<file path="src/hw/rtl/brb_pkg.sv">
// Shared types and constants for the byte ring buffer.
// No dependencies; used by brb_ctrl, brb_datapath and byte_ring_buffer.
`default_nettype none

package brb_pkg;

    localparam int BRB_DEPTH     = 4096;
    localparam int BRB_MAX_BURST = 64;

    localparam int OP_W     = 2;
    localparam int BYTE_W   = 8;
    localparam int LEN_W    = 7;
    localparam int CNT_W    = 7;
    localparam int STAT_W   = 13;
    localparam int CFG_W    = 13;
    localparam int ADDR_W   = 3;
    localparam int APB_W    = 32;

    // word index of the capacity register (paddr[2])
    localparam logic REG_CAPACITY = 1'b0;

    typedef enum logic [1:0] {
        OP_WRITE   = 2'd0,
        OP_READ    = 2'd1,
        OP_PEEK    = 2'd2,
        OP_DISCARD = 2'd3
    } op_t;

    typedef enum logic [2:0] {
        ST_IDLE,
        ST_EXEC,
        ST_STAT,
        ST_SINGLE,
        ST_BURST
    } state_t;

    typedef struct packed {
        logic latch;   // capture the accepted word
        logic exec;    // apply the item to pointers, level and store
        logic stat;    // snapshot status after the item
        logic single;  // load a status-only result
        logic issue;   // read one burst byte from the store
    } cmd_t;

    typedef struct packed {
        logic burst;      // item emits bytes
        logic rem_one;    // one burst byte left to issue
        logic can_issue;  // read-data stage free or draining
        logic out_free;   // output register free or draining
        logic pend;       // read-data stage holds a byte
    } sts_t;

endpackage

`default_nettype wire

</file>
<file path="src/hw/rtl/brb_ctrl.sv">
// Sequencer for the byte ring buffer: one item at a time.
// Depends on brb_pkg (state_t, cmd_t, sts_t).
`default_nettype none

module brb_ctrl
(
    input  wire logic          clk,
    input  wire logic          rst_n,
    input  wire logic          s_tvalid,
    output logic               s_tready,
    input  wire brb_pkg::sts_t sts,
    output brb_pkg::cmd_t      cmd
);

    brb_pkg::state_t state_reg;
    brb_pkg::state_t state_next;

    always_ff @(posedge clk or negedge rst_n)
    begin
        if (!rst_n)
        begin
            state_reg <= brb_pkg::ST_IDLE;
        end
        else
        begin
            state_reg <= state_next;
        end
    end

    always_comb
    begin
        state_next = state_reg;
        cmd        = '0;
        s_tready   = 1'b0;
        unique case (state_reg)
            brb_pkg::ST_IDLE:
            begin
                // previous burst must have left the read-data stage
                s_tready = !sts.pend;
                if (s_tvalid && !sts.pend)
                begin
                    cmd.latch  = 1'b1;
                    state_next = brb_pkg::ST_EXEC;
                end
            end
            brb_pkg::ST_EXEC:
            begin
                cmd.exec   = 1'b1;
                state_next = brb_pkg::ST_STAT;
            end
            brb_pkg::ST_STAT:
            begin
                cmd.stat   = 1'b1;
                state_next = sts.burst ? brb_pkg::ST_BURST : brb_pkg::ST_SINGLE;
            end
            brb_pkg::ST_SINGLE:
            begin
                if (sts.out_free)
                begin
                    cmd.single = 1'b1;
                    state_next = brb_pkg::ST_IDLE;
                end
            end
            brb_pkg::ST_BURST:
            begin
                if (sts.can_issue)
                begin
                    cmd.issue = 1'b1;
                    if (sts.rem_one)
                    begin
                        state_next = brb_pkg::ST_IDLE;
                    end
                end
            end
            default:
            begin
                state_next = brb_pkg::ST_IDLE;
            end
        endcase
    end

endmodule

`default_nettype wire

</file>
<file path="config.mk">
export PLATFORM = sky130hd
export DESIGN_NAME = brb_ctrl
export DESIGN_NICKNAME = d
export VERILOG_FILES = /design/src/hw/rtl/brb_pkg.sv /design/src/hw/rtl/brb_ctrl.sv
export SDC_FILE = /design/constraint.sdc
export NUM_CORES = 1
export LEC_CHECK = 0
export BUFFER_PORTS_ARGS = -buffer_cell sky130_fd_sc_hd__buf_2
export CORE_AREA = 4 4 41 43
export CTS_CLUSTER_SIZE = 28
export DETAILED_ROUTE_END_ITERATION = 8
export DIE_AREA = 0 0 45 47
export GPL_ROUTABILITY_DRIVEN = 1
export SETUP_SLACK_MARGIN = 0.1
export SLEW_MARGIN = 20
export SYNTH_ARGS = -nofsm -noshare
export SYNTH_HDL_FRONTEND = slang
export SYNTH_SLANG_ARGS = --single-unit
export TNS_END_PERCENT = 50
</file>
<file path="constraint.sdc">
create_clock -name clk -period 1.5 [get_ports clk]
set_input_delay 0.15 -clock clk [delete_from_list [all_inputs] [get_ports clk]]
set_output_delay 0.15 -clock clk [all_outputs]
set_load 0.02 [all_outputs]
</file>
* Yosys cells after proc, flatten, opt, wreduce, memory -nomap -nowiden
Cells that the tools add are included.
** Storage, ports and cells
- Register bits :: 3
- Output and inout port bits :: 6
- Word-level logic and storage cells :: 28
** Cells by class
- Eq/ne operators :: 8
- Multiplexer cells :: 15
- Reductions and logical operators :: 4
** Operators by type and width (number)
- $mux 3 :: 5
- $pmux 3 s5 :: 1
- $mux 1 :: 9
- $ne 2x2->1 const B :: 4
- $eq 3x2->1 const B :: 2
- $reduce_and 4->1 :: 1
- $eq 3x1->1 const B :: 1
- $eq 3x3->1 const B :: 1
- $logic_not 3->1 :: 1
- $logic_and 1x1->1 :: 1
- $logic_not 1->1 :: 1

* Logic depth before layout (Yosys ltp)
- Depth in word-level cells :: 4
- Depth in mapped cells :: 4
- Mapped depth without buffers :: 3

* Worst setup path after synthesis
OpenSTA, ideal clock, no wires.
- Kind :: flip-flop to output port
- Start :: register state_reg[0]
- End :: output port cmd[4] (netlist bit)
- Data arrival time :: 1.226 ns
- Slack :: 0.124 ns
- Cell stages (with the launch flop) :: 3
- Buffers on the path :: 1
- Cells stage by stage :: dfrtp_1 > buf_2 > nor4_1
** RTL lines
- start, declared :: line brb_ctrl.sv:15 : brb_pkg::state_t state_reg;
- start signal, assigned :: line brb_ctrl.sv:22 : state_reg <= brb_pkg::ST_IDLE;
- start signal, assigned :: line brb_ctrl.sv:26 : state_reg <= state_next;
- end, declared :: line brb_ctrl.sv:12 : output brb_pkg::cmd_t cmd

* Final worst setup path
- Start :: register state_reg[0]
- End :: output port s_tready
** On the way
- Cells in the longest elaborated chain, start to end :: 2
** Ends and longest elaborated chain
- $logic_not 3->1 :: line brb_ctrl.sv:35 : unique case (state_reg)
- $mux 1 :: line brb_ctrl.sv:35
- end, declared :: line brb_ctrl.sv:10 : output logic s_tready,
Every way passes these cells.

==> results_dict.tcl <==
set metrics [dict create \
    cts_buffers 3 \
    cts_tree "done" \
    syn_to_final_growth_pct 52.9 \
    finalCritPeriodShare 0.903 \
    viasPerCell 4.05 \
    drt_first_iter_violations 2 \
    slew_violations 0 \
    clockBufferDepth 2 \
    start_util 0.167 \
    holdWs_ns 0.139 \
    numClockSinks 3 \
    p_leak_nw 0.158 \
    synth_area_leaders "dfrtp_1 (34%), a221oi_2 (6.9%), nor4_1 (5.7%)" \
    die_width_um 45 \
    grt_pass1_wl_um 814 \
    track_usage 0.0602 \
    first_global_vias 214 \
    finalSetupTns_ns 0 \
    drive_above_1_share 0.561 \
    cts-htree-levels 1 \
    start_kind "flop" \
    ys_types 19 \
    core-area_um2 1300 \
    gpl.final_weighted_congestion 0.593 \
    rsz0062_at_grt "yes" \
    dieArea_um2 2120 \
    postSynthCellCount 25 \
    hold_violations 0 \
    arrival_ns 1.20 \
    fin_skew_ns 0.000357 \
    io_buffers 13 \
    boundaryPins 14 \
    drcViolationCount 0 \
    largest_reg_flops 3 \
    detail-route-antenna-nets 0 \
    drt_pass1_iterations 2 \
    setup_viol 0 \
    vias 227 \
    clk_pin_slew_ns 0.04 \
    crit_fanout 10 \
    synth_top_area_frac 0.345 \
    criticalPathCategory "reg -> out" \
    max_slew.worst_pin.slew_ns 0.232 \
    grt_max_degree 11 \
    grt_overflow 0 \
    ir_worst_vdd_uv 777 \
    required_ns 1.35 \
    fp.dieH_um 47 \
    hold_path_class "in -> reg" \
    synth_area_leader_cell "dfrtp_1" \
    ys.warnings.count 0 \
    antennaDiodeCount 0 \
    final.min_clock_period_ns 1.35 \
    power.density_nw_per_um2 1950 \
    layout.nets 50 \
    drv_cap 0 \
    grt_antenna_before_repair 0 \
    fmax_mhz 739 \
    routed_wirelength_um 559 \
    insertion_delay_ns 0.23 \
    yosysSeqAreaShare 0.345 \
    cts_root_buf "clkbuf_4" \
    drt-wirelength-per-cell_um 9.98 \
    hpwl_um 388 \
    netlist_area_um2 218 \
    end_kind "primary output" \
    relSlewSlack 0.844 \
    synth_fp_nets 33 \
    num_rows 13 \
    ys_ff_latch 3 \
    status "finished, final reports clean" \
    syn_avg_cell_area_um2 8.71 \
]
[critical path, cell delays in order (launching register included)]
cell and delay [ns]:
dfrtp_2 0.46, nor4_1 0.30, buf_2 0.21
[area by class of cell]
class                      count  area, um^2
clock buffer                   4        26.3
fill                         147         968
inverter                       1        3.75
multi-input combinational     18         125
sequential                     3        78.8
tap                           15        18.8
timing repair buffer          15        80.1
[cell usage after synthesis]
cell / count
nor4_1: 2
dfrtp_1: 3
inv_1: 1
or2b_1: 1
nor2b_1: 1
nor3_1: 1
clkbuf_1: 1
and3_1: 1
buf_2: 1
nand2_1: 3
nand2b_1: 1
a311oi_1: 1
buf_6: 1
nor3b_1: 1
nand3b_1: 1
nor2b_2: 1
or2_1: 1
a21oi_1: 2
a221oi_2: 1
[logic make-up (layout without fill, tap and decap cells)]
family | Yosys count | in the layout | share of synthesized area
and+or+nand+nor | 14 | 14 | 0.391
AOI/OAI and AO/OA | 4 | 4 | 0.155
buffers and inverters | 4 | 20 | 0.109
DFF | 3 | 3 | 0.345
[path summary, 6_finish.rpt]
path	start	slack [ns]	cells after the start	to
max	state_reg[0]	0.15	2	s_tready
max reg2reg	state_reg[1]	0.33	3	state_reg[0]
max in group asynchronous	rst_n	1.14	2	state_reg[2]
min reg2reg	state_reg[2]	0.54	1	state_reg[0]
min	sts[1]	0.14	2	state_reg[1]
min in group asynchronous	rst_n	0.25	2	state_reg[0]
[metrics by stage]
step                      total power [W]  setup slack [ns]  std cells  instance area, um^2  utilization
after global placement           0.000471             0.354         50                  282        0.216
after CTS                        0.000631             0.103         55                  319        0.245
after floorplan                  0.000429             0.124         25                  218            -
final                            0.000648             0.146         56                  333        0.256
after global routing             0.000699            0.0813         56                  333        0.256
after detailed placement         0.000473             0.353         50                  282        0.216
[where the power goes]
group	internal, W	switching, W	leakage [nW]
logic	0.000138	0.000152	0.109
registers	0.000127	0.0000866	0.0343
clock network	0.0000999	0.0000445	0.0150
[repair_timing]
item	4_1_cts	5_1_grt
hold buffers	1	0
gates resized for setup	1	3
endpoints found under the hold margin	3	0
setup buffers	0	1
setup endpoints to repair	1	3
[metal layers]
metal / global-route usage / up-vias / wire (um)
li1: - / 120 / -
met2: 0.0678 / 11 / 242
met1: 0.0686 / 94 / 248
met5: 0 / - / 0
met3: 0.0268 / 2 / 50
met4: 0.0877 / 0 / 17
[cells in the final DEF (no fill, tap or decap)]
master / count
a311oi_1: 1
nand2b_1: 1
buf_2: 13
or2_1: 1
nand3b_1: 1
nor3_1: 1
or2b_1: 1
inv_1: 1
clkbuf_2: 1
dfrtp_2: 3
nor4_2: 1
a21oi_1: 2
clkbuf_4: 3
and3_1: 1
nand2_1: 3
nor2b_1: 1
dlygate4sd3_1: 1
nor4_1: 1
nor3b_1: 1
a221oi_2: 1
clkbuf_1: 1
nor2b_2: 1
Note: power is estimated with default switching activity, not from simulation.
